`config.mk`:
```
export PLATFORM = sky130hd
export DESIGN_NAME = bounded_request_queue_drop_policy_top
export DESIGN_NICKNAME = d
export VERILOG_FILES = /design/src/sv/brq_pkg.sv /design/src/sv/bounded_request_queue_drop_policy_top.sv /design/src/sv/brq_mem.sv /design/src/sv/brq_rem.sv
export SDC_FILE = /design/constraint.sdc
export NUM_CORES = 1
export LEC_CHECK = 0
export BUFFER_PORTS_ARGS = -buffer_cell sky130_fd_sc_hd__buf_2
export CAP_MARGIN = 20
export CORE_ASPECT_RATIO = 0.8
export CORE_MARGIN = 2
export CORE_UTILIZATION = 45
export DETAILED_ROUTE_END_ITERATION = 8
export GPL_ROUTABILITY_DRIVEN = 0
export PLACE_DENSITY = 0.62
export SETUP_SLACK_MARGIN = 0.1
export SLEW_MARGIN = 20
export SYNTH_ARGS = -nofsm -noshare
export SYNTH_HDL_FRONTEND = slang
export SYNTH_SLANG_ARGS = --single-unit
```
`constraint.sdc`:
```
create_clock -name clk -period 6.52 [get_ports clk]
set_input_delay 0.978 -clock clk [delete_from_list [all_inputs] [get_ports clk]]
set_output_delay 0.978 -clock clk [all_outputs]
set_load 0.1 [all_outputs]
```
`src/sv/brq_pkg.sv`:
```
// Package for the bounded request queue: widths, codes, state type and defaults.
// Used by every module of the block; depends on nothing else.
package brq_pkg;

	localparam int ID_W        = 32;
	localparam int CMD_W       = 2;
	localparam int STATUS_W    = 3;
	localparam int POLICY_W    = 2;
	localparam int CAP_W       = 5;
	localparam int LFSR_W      = 16;
	localparam int CFG_IDX_W   = 2;
	localparam int CFG_DATA_W  = 16;
	localparam int ITER_W      = 3;
	localparam int QUEUE_DEPTH = 16;
	localparam int CAP_LIMIT   = 16;

	localparam logic [LFSR_W-1:0] LFSR_MASK = 16'hB400;
	localparam logic [LFSR_W-1:0] LFSR_ONE  = 16'h0001;

	// Commands carried by an input transfer.
	typedef enum logic [CMD_W-1:0] {
		CMD_PUSH = 2'd0,
		CMD_POP  = 2'd1,
		CMD_DONE = 2'd2,
		CMD_NOP  = 2'd3
	} cmd_t;

	// Status codes of a result transfer.
	typedef enum logic [STATUS_W-1:0] {
		ST_ACCEPTED = 3'd0,
		ST_REJECTED = 3'd1,
		ST_DROPPED  = 3'd2,
		ST_EVICTED  = 3'd3,
		ST_POPPED   = 3'd4,
		ST_EMPTY    = 3'd5,
		ST_BUDGET   = 3'd6
	} status_t;

	// Overflow policies.
	typedef enum logic [POLICY_W-1:0] {
		POL_BLOCK     = 2'd0,
		POL_DROP_TAIL = 2'd1,
		POL_DROP_HEAD = 2'd2,
		POL_DROP_RAND = 2'd3
	} policy_t;

	// Configuration register indexes.
	typedef enum logic [CFG_IDX_W-1:0] {
		CFG_POLICY   = 2'd0,
		CFG_CAPACITY = 2'd1,
		CFG_SEED     = 2'd2,
		CFG_UNUSED   = 2'd3
	} cfg_idx_t;

	// Sequencer states.
	typedef enum logic [3:0] {
		S_IDLE,
		S_DISPATCH,
		S_POP,
		S_HEAD,
		S_PUSH,
		S_RND,
		S_MOD,
		S_REMIT,
		S_SH_RD,
		S_SH_WR
	} state_t;

	// One step of the Galois LFSR.
	function automatic logic [LFSR_W-1:0] lfsr_next(input logic [LFSR_W-1:0] v);
		logic [LFSR_W-1:0] s;
		s = v >> 1;
		if (v[0]) begin
			s = s ^ LFSR_MASK;
		end
		return s;
	endfunction

endpackage

```
`src/sv/bounded_request_queue_drop_policy_top.sv`:
```
// Bounded request queue with overflow drop policy: sequencer, budget and LFSR.
// Depends on brq_pkg, brq_mem and brq_rem.
//
// Usage:
// The input channel (in_valid, in_stall, command, request_id) takes one command
// per transfer. The output channel (out_valid, out_stall, status, item_id,
// last_result) returns one to five results per command; last_result marks the
// final one. A command with code 3 returns nothing.
// One command is worked on at a time; in_stall stays high until the sequencer
// has placed the final result in the output register, so the next command can
// be taken while that result still waits on a stalled receiver.
// Accepted pushes and pops of stored entries go through dispatch and then the
// push or pop state; worker-done, an empty pop and a rejected or dropped push
// give their result from dispatch. Drop head adds an evict state. Drop random
// runs the bit-serial remainder unit per eviction and moves each entry above
// the pick down with a read and a write through the single read and write port
// of the entry store. While the output register holds a result and out_stall
// is high, the sequencer waits with its next result. Reset empties the queue,
// loads the budget with the capacity (16) and the LFSR with 1. The user writes
// the configuration port only while the block is idle, which is not enforced.
module bounded_request_queue_drop_policy_top #(
	parameter int QUEUE_DEPTH = brq_pkg::QUEUE_DEPTH
) (
	input  logic                         clk,
	input  logic                         arst_n,
	input  logic                         in_valid,
	output logic                         in_stall,
	input  logic [brq_pkg::CMD_W-1:0]      command,
	input  logic [brq_pkg::ID_W-1:0]       request_id,
	output logic                         out_valid,
	input  logic                         out_stall,
	output logic [brq_pkg::STATUS_W-1:0]   status,
	output logic [brq_pkg::ID_W-1:0]       item_id,
	output logic                         last_result,
	input  logic                         cfg_write,
	input  logic [brq_pkg::CFG_IDX_W-1:0]  cfg_index,
	input  logic [brq_pkg::CFG_DATA_W-1:0] cfg_data
);
	import brq_pkg::*;

	localparam int AW      = (QUEUE_DEPTH > 1) ? $clog2(QUEUE_DEPTH) : 1;
	localparam int CW      = $clog2(QUEUE_DEPTH + 1);
	localparam int CAP_MAX = (QUEUE_DEPTH < CAP_LIMIT) ? QUEUE_DEPTH : CAP_LIMIT;

	state_t            state_q, state_d;
	cmd_t              cmd_q;
	logic [ID_W-1:0]   id_q;
	policy_t           policy_q;
	logic [CAP_W-1:0]  cap_q;
	logic [AW-1:0]     head_q, head_d;
	logic [CW-1:0]     count_q, count_d;
	logic [CAP_W-1:0]  budget_q, budget_d;
	logic [LFSR_W-1:0] lfsr_q, lfsr_d;
	logic [ITER_W-1:0] iter_q, iter_d;
	logic [CW-1:0]     j_q, j_d;
	logic [CAP_W-1:0]  eff_cap;
	logic              full;
	logic              can_emit;

	logic              emit;
	status_t           e_status;
	logic [ID_W-1:0]   e_id;
	logic              e_last;

	logic              mem_we, mem_re;
	logic [AW-1:0]     mem_waddr, mem_raddr;
	logic [ID_W-1:0]   mem_wdata, mem_rdata;

	logic              rem_start, rem_done;
	logic [CW-1:0]     rem_val;

	logic              out_valid_q;
	status_t           out_status_q;
	logic [ID_W-1:0]   out_id_q;
	logic              out_last_q;

	// Physical address of a logical queue offset in the circular store.
	function automatic logic [AW-1:0] phys(input logic [AW-1:0] head,
		input logic [CW-1:0] off);
		logic [CW:0] sum;
		sum = (CW+1)'(head) + (CW+1)'(off);
		if (sum >= (CW+1)'(QUEUE_DEPTH)) begin
			sum = sum - (CW+1)'(QUEUE_DEPTH);
		end
		return sum[AW-1:0];
	endfunction

	brq_mem #(.DEPTH(QUEUE_DEPTH), .AW(AW)) u_mem (
		.clk   (clk),
		.we    (mem_we),
		.waddr (mem_waddr),
		.wdata (mem_wdata),
		.re    (mem_re),
		.raddr (mem_raddr),
		.rdata (mem_rdata)
	);

	brq_rem #(.CW(CW)) u_rem (
		.clk      (clk),
		.arst_n   (arst_n),
		.start    (rem_start),
		.dividend (lfsr_d),
		.divisor  (count_q),
		.done     (rem_done),
		.rem      (rem_val)
	);

	// Effective capacity and the full test.
	assign eff_cap  = (cap_q > CAP_W'(CAP_MAX)) ? CAP_W'(CAP_MAX) : cap_q;
	assign full     = int'(count_q) >= int'(budget_q);
	assign can_emit = !out_valid_q || !out_stall;
	assign in_stall = (state_q != S_IDLE);

	// Next state.
	always_comb begin
		state_d = state_q;
		case (state_q)
			S_IDLE: begin
				if (in_valid) begin
					state_d = S_DISPATCH;
				end
			end
			S_DISPATCH: begin
				case (cmd_q)
					CMD_PUSH: begin
						if (budget_q == '0 && policy_q != POL_BLOCK) begin
							if (can_emit) state_d = S_IDLE;
						end else if (full) begin
							if (policy_q == POL_DROP_HEAD) begin
								state_d = S_HEAD;
							end else if (policy_q == POL_DROP_RAND) begin
								state_d = S_RND;
							end else if (can_emit) begin
								state_d = S_IDLE;
							end
						end else begin
							state_d = S_PUSH;
						end
					end
					CMD_POP: begin
						if (count_q == '0) begin
							if (can_emit) state_d = S_IDLE;
						end else begin
							state_d = S_POP;
						end
					end
					CMD_DONE: begin
						if (can_emit) state_d = S_IDLE;
					end
					default: state_d = S_IDLE;
				endcase
			end
			S_POP:   if (can_emit) state_d = S_IDLE;
			S_HEAD:  if (can_emit) state_d = S_PUSH;
			S_PUSH:  if (can_emit) state_d = S_IDLE;
			S_RND: begin
				if (iter_q == '0 || count_q == '0) begin
					state_d = S_PUSH;
				end else begin
					state_d = S_MOD;
				end
			end
			S_MOD:   if (rem_done) state_d = S_REMIT;
			S_REMIT: if (can_emit) state_d = S_SH_RD;
			S_SH_RD: begin
				if (int'(j_q) + 1 < int'(count_q)) begin
					state_d = S_SH_WR;
				end else begin
					state_d = S_RND;
				end
			end
			S_SH_WR: state_d = S_SH_RD;
			default: state_d = S_IDLE;
		endcase
	end

	// Per-state outputs: results, memory accesses and next register values.
	always_comb begin
		emit      = 1'b0;
		e_status  = ST_ACCEPTED;
		e_id      = id_q;
		e_last    = 1'b0;
		mem_we    = 1'b0;
		mem_waddr = phys(head_q, count_q);
		mem_wdata = id_q;
		mem_re    = 1'b0;
		mem_raddr = head_q;
		rem_start = 1'b0;
		head_d    = head_q;
		count_d   = count_q;
		budget_d  = budget_q;
		lfsr_d    = lfsr_q;
		iter_d    = iter_q;
		j_d       = j_q;
		case (state_q)
			S_DISPATCH: begin
				case (cmd_q)
					CMD_PUSH: begin
						if (budget_q == '0 && policy_q != POL_BLOCK) begin
							emit     = can_emit;
							e_status = ST_DROPPED;
							e_last   = 1'b1;
						end else if (full) begin
							if (policy_q == POL_DROP_HEAD) begin
								mem_re = 1'b1;
							end else if (policy_q == POL_DROP_RAND) begin
								iter_d = ITER_W'((budget_q + CAP_W'(3)) >> 2);
							end else begin
								emit     = can_emit;
								e_status = (policy_q == POL_BLOCK) ? ST_REJECTED : ST_DROPPED;
								e_last   = 1'b1;
							end
						end
					end
					CMD_POP: begin
						if (count_q == '0) begin
							emit     = can_emit;
							e_status = ST_EMPTY;
							e_id     = '0;
							e_last   = 1'b1;
						end else begin
							mem_re = 1'b1;
						end
					end
					CMD_DONE: begin
						if (can_emit) begin
							emit     = 1'b1;
							e_status = ST_BUDGET;
							e_id     = '0;
							e_last   = 1'b1;
							if (budget_q < eff_cap) begin
								budget_d = budget_q + CAP_W'(1);
							end
						end
					end
					default: ;
				endcase
			end
			S_POP: begin
				if (can_emit) begin
					emit     = 1'b1;
					e_status = ST_POPPED;
					e_id     = mem_rdata;
					e_last   = 1'b1;
					head_d   = phys(head_q, CW'(1));
					count_d  = count_q - CW'(1);
					if (budget_q != '0) begin
						budget_d = budget_q - CAP_W'(1);
					end
				end
			end
			S_HEAD: begin
				if (can_emit) begin
					emit     = 1'b1;
					e_status = ST_EVICTED;
					e_id     = mem_rdata;
					head_d   = phys(head_q, CW'(1));
					count_d  = count_q - CW'(1);
				end
			end
			S_PUSH: begin
				if (can_emit) begin
					emit   = 1'b1;
					e_last = 1'b1;
					if (int'(count_q) < QUEUE_DEPTH) begin
						mem_we   = 1'b1;
						count_d  = count_q + CW'(1);
						e_status = ST_ACCEPTED;
					end else begin
						e_status = ST_REJECTED;
					end
				end
			end
			S_RND: begin
				if (iter_q != '0 && count_q != '0) begin
					lfsr_d    = lfsr_next(lfsr_q);
					rem_start = 1'b1;
				end
			end
			S_MOD: begin
				if (rem_done) begin
					j_d       = rem_val;
					mem_re    = 1'b1;
					mem_raddr = phys(head_q, rem_val);
				end
			end
			S_REMIT: begin
				if (can_emit) begin
					emit     = 1'b1;
					e_status = ST_EVICTED;
					e_id     = mem_rdata;
				end
			end
			S_SH_RD: begin
				// Move the entry above the gap down by one, or close the pick.
				if (int'(j_q) + 1 < int'(count_q)) begin
					mem_re    = 1'b1;
					mem_raddr = phys(head_q, j_q + CW'(1));
				end else begin
					count_d = count_q - CW'(1);
					iter_d  = iter_q - ITER_W'(1);
				end
			end
			S_SH_WR: begin
				mem_we    = 1'b1;
				mem_waddr = phys(head_q, j_q);
				mem_wdata = mem_rdata;
				j_d       = j_q + CW'(1);
			end
			default: ;
		endcase
	end

	// Control state and configuration registers.
	always_ff @(posedge clk or negedge arst_n) begin
		if (!arst_n) begin
			state_q  <= S_IDLE;
			policy_q <= POL_BLOCK;
			cap_q    <= CAP_W'(CAP_LIMIT);
			head_q   <= '0;
			count_q  <= '0;
			budget_q <= CAP_W'(CAP_MAX);
			lfsr_q   <= LFSR_ONE;
			iter_q   <= '0;
			j_q      <= '0;
		end else begin
			state_q  <= state_d;
			head_q   <= head_d;
			count_q  <= count_d;
			iter_q   <= iter_d;
			j_q      <= j_d;
			// A configuration write takes the place of the sequencer's update.
			if (cfg_write && cfg_index == CFG_POLICY) begin
				policy_q <= policy_t'(cfg_data[POLICY_W-1:0]);
			end
			if (cfg_write && cfg_index == CFG_CAPACITY) begin
				cap_q <= cfg_data[CAP_W-1:0];
				if (cfg_data[CAP_W-1:0] > CAP_W'(CAP_MAX)) begin
					budget_q <= CAP_W'(CAP_MAX);
				end else begin
					budget_q <= cfg_data[CAP_W-1:0];
				end
			end else begin
				budget_q <= budget_d;
			end
			if (cfg_write && cfg_index == CFG_SEED) begin
				lfsr_q <= (cfg_data == '0) ? LFSR_ONE : cfg_data;
			end else begin
				lfsr_q <= lfsr_d;
			end
		end
	end

	// Command capture on an input transfer.
	always_ff @(posedge clk) begin
		if (in_valid && !in_stall) begin
			cmd_q <= cmd_t'(command);
			id_q  <= request_id;
		end
	end

	// Output register: loaded by a result, emptied by a transfer.
	always_ff @(posedge clk or negedge arst_n) begin
		if (!arst_n) begin
			out_valid_q <= 1'b0;
		end else if (emit) begin
			out_valid_q <= 1'b1;
		end else if (!out_stall) begin
			out_valid_q <= 1'b0;
		end
	end

	always_ff @(posedge clk) begin
		if (emit) begin
			out_status_q <= e_status;
			out_id_q     <= e_id;
			out_last_q   <= e_last;
		end
	end

	assign out_valid   = out_valid_q;
	assign status      = out_status_q;
	assign item_id     = out_id_q;
	assign last_result = out_last_q;

	// The queue never holds more entries than the store.
	a_count_bound: assert property (@(posedge clk) disable iff (!arst_n)
		int'(count_q) <= QUEUE_DEPTH)
		else $error("entry count exceeds queue depth");

	// The budget never exceeds the capacity limit CAP_MAX.
	a_budget_bound: assert property (@(posedge clk) disable iff (!arst_n)
		budget_q <= CAP_W'(CAP_MAX))
		else $error("slot budget exceeds capacity limit");

	// The final result of a command returns the sequencer to idle.
	a_last_idle: assert property (@(posedge clk) disable iff (!arst_n)
		(emit && e_last) |=> state_q == S_IDLE)
		else $error("sequencer busy after final result");

	// The LFSR never locks up at zero.
	a_lfsr_live: assert property (@(posedge clk) disable iff (!arst_n)
		lfsr_q != '0)
		else $error("LFSR reached zero");

endmodule

```
`src/sv/brq_mem.sv`:
```
// Entry store of the request queue: one write port, one read port, registered read data.
// Depends on brq_pkg for the identifier width.
module brq_mem #(
	parameter int DEPTH = 16,
	parameter int AW    = 4
) (
	input  logic                   clk,
	input  logic                   we,
	input  logic [AW-1:0]          waddr,
	input  logic [brq_pkg::ID_W-1:0] wdata,
	input  logic                   re,
	input  logic [AW-1:0]          raddr,
	output logic [brq_pkg::ID_W-1:0] rdata
);
	import brq_pkg::*;

	logic [ID_W-1:0] mem [DEPTH];

	// Write port.
	always_ff @(posedge clk) begin
		if (we) begin
			mem[waddr] <= wdata;
		end
	end

	// Read port; the data holds until the next read.
	always_ff @(posedge clk) begin
		if (re) begin
			rdata <= mem[raddr];
		end
	end

endmodule

```
`src/sv/brq_rem.sv`:
```
// Bit-serial remainder unit: 16-bit dividend modulo a small count, one bit per cycle.
// Depends on brq_pkg for the LFSR width.
module brq_rem #(
	parameter int CW = 5
) (
	input  logic                     clk,
	input  logic                     arst_n,
	input  logic                     start,
	input  logic [brq_pkg::LFSR_W-1:0] dividend,
	input  logic [CW-1:0]            divisor,
	output logic                     done,
	output logic [CW-1:0]            rem
);
	import brq_pkg::*;

	logic [LFSR_W-1:0] div_q;
	logic [CW-1:0]     rem_q;
	logic [3:0]        cnt_q;
	logic              busy_q;
	logic              done_q;
	logic [CW:0]       trial;

	// Shift in the next dividend bit and subtract when the divisor fits.
	assign trial = {rem_q, div_q[LFSR_W-1]};

	always_ff @(posedge clk or negedge arst_n) begin
		if (!arst_n) begin
			busy_q <= 1'b0;
			done_q <= 1'b0;
			cnt_q  <= '0;
		end else begin
			done_q <= busy_q && !start && (cnt_q == '0);
			if (start) begin
				busy_q <= 1'b1;
				cnt_q  <= 4'(LFSR_W - 1);
			end else if (busy_q) begin
				cnt_q <= cnt_q - 4'd1;
				if (cnt_q == '0) begin
					busy_q <= 1'b0;
				end
			end
		end
	end

	// Datapath registers.
	always_ff @(posedge clk) begin
		if (start) begin
			div_q <= dividend;
			rem_q <= '0;
		end else if (busy_q) begin
			div_q <= div_q << 1;
			if (trial >= {1'b0, divisor}) begin
				rem_q <= CW'(trial - {1'b0, divisor});
			end else begin
				rem_q <= trial[CW-1:0];
			end
		end
	end

	assign done = done_q;
	assign rem  = rem_q;

endmodule

```
Yosys cells after proc, flatten, opt, wreduce, memory -nomap -nowiden
Memories as Yosys holds them, arrays and structs flattened. A register that Yosys moved wholly into a read port is not among the register bits.
Index checks and enable logic that the tools add are counted.
{ "op_classes": {"reduce_logical": 44, "n_mux": 110, "n_lt_le_gt_ge": 12, "bitwise": 1, "n_eq_ne": 34, "add_sub_neg": 20} }
{ "ops": {"columns": ["operator", "count"], "rows": [
  ["$mux W32", 4],
  ["$pmux W32 S2", 2],
  ["$mux W16", 7],
  ["$mux W4", 21],
  ["$mux W5", 14],
  ["$pmux W4 S9", 1],
  ["$mux W1", 30],
  ["$mux W3", 9],
  ["$add A4 B5 Y6", 4],
  ["$ge A6 B5 Y1 const B", 4],
  ["$sub A4 B1 Y4 const B", 6],
  ["$ne A2 B2 Y1 const B", 10],
  ["$pmux W5 S2", 2],
  ["$eq A4 B3 Y1 const B", 4],
  ["$logic_not A16 Y1", 1],
  ["$add A5 B1 Y5 const B", 3],
  ["$ne A3 B3 Y1 const B", 5],
  ["$pmux W5 S3", 1],
  ["$mux W2", 7],
  ["$pmux W3 S4", 1],
  ["$pmux W4 S3", 1],
  ["$gt A5 B5 Y1 const B", 2],
  ["$logic_not A5 Y1", 2],
  ["$reduce_bool A5 Y1", 2],
  ["other kinds (41)", 78]
]} }
{ "word_totals": {"inputBits": 57, "ramBits": 512, "reg_bits": 147, "out_inout_bits": 38, "memories": 1, "word_cells": 242} }
{ "memory_table": {"columns": ["name", "depth", "word_bits", "read_ports", "rd_clocked_by_memory_dff", "write_ports", "line_no", "source"], "rows": [
  ["u_mem.mem", 16, 32, 1, 1, 1, "brq_mem.sv:17", "logic [ID_W-1:0] mem [DEPTH];"]
]} }

Longest topological paths before layout
{ "logic_depth": {"ltp_word": 9, "ltp_mapped": 14} }

Cells and area by module
From an unflattened synthesis, not the netlist that was laid out.
{ "unflattened": {"cells_unflattened": 1623, "area_unflattened_um2": 28345.9} }
{ "modules_own_cells": {"columns": ["module", "seq_area_each_um2", "area_per_inst_um2", "cells_per_inst", "instances"], "rows": [
  ["brq_mem", 16335.7, 20155.6, 838, 1],
  ["bounded_request_queue_drop_policy_top", 3357.0, 6832.8, 679, 1],
  ["brq_rem", 730.7, 1357.6, 106, 1]
]} }

Least setup slack after synthesis
OpenSTA, ideal clock, no wires.
{ "synth_path": {"path_type": "register to register", "from": "register count_q[0]", "to": "register u_mem.rdata[0] (netlist name) (read register of u_mem.mem) (enable)", "synth_period_minus_slack_ns": 4.494, "arrival_ns": 4.029, "setup_time_ns": 0.466, "stages_incl_launch_ff": 11, "path_buffers": 0, "slack_ns": 2.026, "cell_sequence": "dfrtp_1 inv_1 ha_1 nand2b_1 a21o_1 a21o_1 a21oi_1 o21ai_0 nand2_1 o31a_1 o21ai_0"} }
{ "synth_via": {"elab_chain_len": 5} }
{ "synth_lines": {"columns": ["element", "line_no", "source"], "rows": [
  ["start: declaration", "bounded_request_queue_drop_policy_top.sv:51", "logic [CW-1:0] count_q, count_d;"],
  ["start signal: assignment", "bounded_request_queue_drop_policy_top.sv:329", "count_q <= count_d;"],
  ["$ge A5 B5 Y1", "bounded_request_queue_drop_policy_top.sv:110", "assign full = int'(count_q) >= int'(budget_q);"],
  ["$mux W1", "bounded_request_queue_drop_policy_top.sv:203", "end else if (full) begin"],
  ["$mux W1", "bounded_request_queue_drop_policy_top.sv:199", "if (budget_q == '0 && policy_q != POL_BLOCK) begin"],
  ["$pmux W1 S2", "bounded_request_queue_drop_policy_top.sv:197", "case (cmd_q)"],
  ["$pmux W1 S3 (*)", "bounded_request_queue_drop_policy_top.sv:195", "case (state_q)"],
  ["net mem_re", "bounded_request_queue_drop_policy_top.sv:65", "logic mem_we, mem_re;"],
  ["end: declaration", "brq_mem.sv:13", "output logic [brq_pkg::ID_W-1:0] rdata"]
]} }
The timed path passes the listed nets; every way through them passes the cells marked *.
A chain may end at the register's enable or synchronous reset.

Worst setup path after layout
{ "layout_path": {"from": "register state_q[1]", "to": "memory u_mem.mem[13][21] (enable)"} }
{ "layout_via": {"elab_chain_len": 4} }
{ "layout_lines": {"columns": ["element", "line_no", "source"], "rows": [
  ["start: declaration", "bounded_request_queue_drop_policy_top.sv:45", "state_t state_q, state_d;"],
  ["start signal: assignment", "bounded_request_queue_drop_policy_top.sv:327", "state_q <= state_d;"],
  ["$eq A4 B4 Y1 / $eq A4 B3 Y1 (equally long branches)", "bounded_request_queue_drop_policy_top.sv:195", null],
  ["$pmux W1 S2", "bounded_request_queue_drop_policy_top.sv:195", null],
  ["$mux W1", "brq_mem.sv:21", "if (we) begin"],
  ["$mux W1 (not written as such)", "brq_mem.sv:22", "mem[waddr] <= wdata;"],
  ["end: declaration", "brq_mem.sv:17", null]
]} }
Parallel ways exist; a longest one is shown, timed or not.

==> qor.txt <==
Worst-path fanout max -> 27
Int Pwr -> 0.0101 W
Worst slew margin -> 0.294
Post-synthesis sequential area ratio -> 0.703
EDFF count, synth -> 630
Routed wire length -> 69.6 mm
Synth Net Count -> 2288
Crit path arrival time -> 5.02 ns
Multiplexer share of the synthesized area -> 0.0213
Initial core utilization -> 0.454
Synth Area in Compound Gates -> 0.116
Design area -> 0.0331 mm^2
Drt pass-1 iters -> 7
Worst Tran Pin Value -> 1.06 ns
Yosys top cell area share -> 0.651
Cell variety after synth -> 72
Port Buffers -> 94
Post-DRT Antenna Nets -> 0
Total gr overflow -> 0
# hold bufs at CTS -> 0
Worst hold-check path type -> flop to flop
Synth area leader -> edfxtp_1
Xor/xnor share of the synthesized area -> 0.0102
Peak supply drop -> 0.484 mV
Post-synth ARST share -> 0.0810
Psw -> 0.00666 W
Slew Viols, Final -> 0
Vias in the first global route -> 17341
Post-CTS Setup Bufs -> 0
Family with the most delay on the worst path -> simple AND/OR/NAND/NOR gates
Number of setup violations in the final report -> 0
Nature of the critical path startpoint -> flop
Cell breakdown of the critical path -> nand2b_1, nor2_4, o21ai_0, ha_1, a21o_1, a21oi_1, xnor2_1, xnor2_1, nand2_1, nor2_4, buf_4
Sw Share -> 0.398
Largest net degree at the start of global routing -> 80
Worst-skew pair later-pin latency -> 0.62 ns
CP max-delay cell -> nor2_4
Antenna violations before repair -> 1
Global-route wire length before repair -> 107 mm
Via count -> 18182
GR Util All Layers -> 0.210
RSZ-0062 raised after global routing -> no
Comb power frac -> 0.385
Nets -> 2361
Ports -> 95
Sequential share of power -> 0.374
Most common cell in the synthesized netlist -> edfxtp_1
CTS tree -> built
DP Wirelength -> 42.3 mm
Clock transition at the registers of the reported paths -> 0.06 ns
Fin. Hold Viols -> 0
Highest clock rate -> 211 MHz
Setup Crit Path Kind -> flop to flop
Diodes inserted -> 0
Cell row count -> 83
Number of buffers created by CTS -> 71
WL/cell -> 22.1 um
Setup Skew -> 0.0180 ns
Root buffer cell -> clkbuf_16
Avg Inst Size Synth -> 13.3 um^2
Largest family of logic cells by synthesized area -> compound AO/OA/AOI/OAI gates
Via density per instance -> 5.77
Final min period -> 4.73 ns
Area Growth Syn to Fin -> 13.7%
Layout cells sized above 1 -> 0.134
#FFs+latches synth -> 691
Die Wd -> 288 um
WP data required -> 6.81 ns
Drt drc -> 0
Outcome -> finished, final reports clean
Chip height -> 231 um
DRT iter0 DRCs -> 1785
Post-synthesis simple-gate area fraction -> 0.101
Final worst path period share -> 0.725
Worst setup EP type -> flop
Clock Power Share -> 0.241
CORE AREA -> 0.0641 mm^2
Pwr Density -> 507 mW/mm^2
H-tree levels -> 3
Syn Inst Count -> 2182
Synth Area in Adders -> 0.0226
Top cells by area, synth -> edfxtp_1, nand2_1, dfrtp_1, a21oi_1, a32oi_1
Placement Cell Area -> 0.0307 mm^2
Area of the mapped netlist -> 0.0291 mm^2
Fin Setup TNS -> 0 ns
Clk buf depth -> 3
Die Area -> 0.0667 mm^2
CP max stage delay -> 0.74 ns
Leak -> 11.7 nW
Worst Path Buf+Inv -> 1
Clock sinks -> 691
Most frequent cells after synthesis -> edfxtp_1, nand2_1, a21oi_1, a32oi_1, clkbuf_1
Max Cap Viol -> 0
Ys flop type -> edfxtp_1
Synth Warn # -> 0
Post_cts resized -> 0
==> registers in the layout, indices dropped and copies added, names as in the netlist, 4 cells and up <==
signal and flops:
lfsr_q 16, state_q 4, u_mem.rdata 32, cap_q 5
u_rem.cnt_q 4, item_id 32, u_mem.mem 512, id_q 32
budget_q 5, j_q 5, u_rem.rem 5, head_q 4
u_rem.div_q 16, count_q 5
==> worst paths after layout <==
| path | start | end | slack (ns) | cells past startpoint |
|---|---|---|---|---|
| setup / recovery | state_q[1] | u_mem.mem[13][21] | 1.79 | 11 |
| hold / removal | cap_q[0] | cap_q[0] | 0.51 | 1 |
| setup reg to reg | state_q[1] | u_mem.mem[13][21] | 1.79 | 11 |
| hold reg to reg | cap_q[0] | cap_q[0] | 0.51 | 1 |
| max in group asynchronous | arst_n | u_rem.cnt_q[1] | 5.46 | 2 |
| min in group asynchronous | arst_n | lfsr_q[2] | 0.52 | 2 |
==> power groups by stage <==
| stage | combinational [W] | sequential [W] | clock, W |
|---|---|---|---|
| 2_1_floorplan | 0.00386 | 0.00708 | 0 |
| 3_3_place_gp | 0.00626 | 0.00633 | 0 |
| 3_5_place_dp | 0.00642 | 0.00634 | 0 |
| 4_1_cts | 0.00645 | 0.00626 | 0.00411 |
| 5_1_grt | 0.00704 | 0.00633 | 0.00428 |
| 6_report | 0.00646 | 0.00626 | 0.00403 |
==> placed cells by master, fill, tap and decap left out, types with 36 or more instances in the layout <==
cell         n
a21oi_1    167
a32oi_1     96
buf_2       94
clkbuf_16   72
dfrtp_1     53
edfxtp_1   630
ha_1        43
inv_1       40
mux2i_1     55
nand2_1    545
nand3_1     42
nor2_1      36
o21ai_0     42
==> metal layers <==
metal | share of wire | wire (um) | up-vias | global-route usage
li1 | - | - | 8304 | -
met1 | 0.47 | 32700 | 9173 | 0.318
met2 | 0.45 | 31100 | 619 | 0.313
met3 | 0.065 | 4550 | 86 | 0.0380
met4 | 0.017 | 1210 | 0 | 0.0525
met5 | 0 | 0 | - | 0
==> layout make-up <==
class / count / area (um^2)
timing repair buffer: 134 / 1040
multi-input combinational: 1317 / 8090
fill: 5268 / 31000
inverter: 40 / 150
clock inverter: 34 / 434
clock buffer: 86 / 1850
tap: 850 / 1060
sequential: 691 / 20400
==> worst register-to-register path, cell delays in order (launching register included) <==
cell and delay [ns]:
dfrtp_1 0.53, nand2b_1 0.34, nor2_4 0.68, o21ai_0 0.25, ha_1 0.32, a21o_1 0.18
a21oi_1 0.19, xnor2_1 0.23, xnor2_1 0.22, nand2_1 0.33, nor2_4 0.74, buf_4 0.40
==> through the flow <==
step           hold WS (ns)  std cells  total power (W)  utilization  setup WS, ns
2_1_floorplan         0.465       2182           0.0109            -          2.03
3_3_place_gp          0.480       3022           0.0126        0.476          1.98
3_5_place_dp          0.491       3031           0.0128        0.480          1.86
4_1_cts               0.500       3151           0.0168        0.515          1.83
5_1_grt               0.506       3152           0.0176        0.516          1.60
6_report              0.509       3152           0.0168        0.516          1.79
==> logic make-up after synthesis <==
kind of cell,Yosys count
muxes,61
buffers and inverters,174
adders and majority gates,49
AOI/OAI and AO/OA,461
DFF,691
and+or+nand+nor,712
xor gates and xnor gates,34
Power figures use the tool's default switching activity.
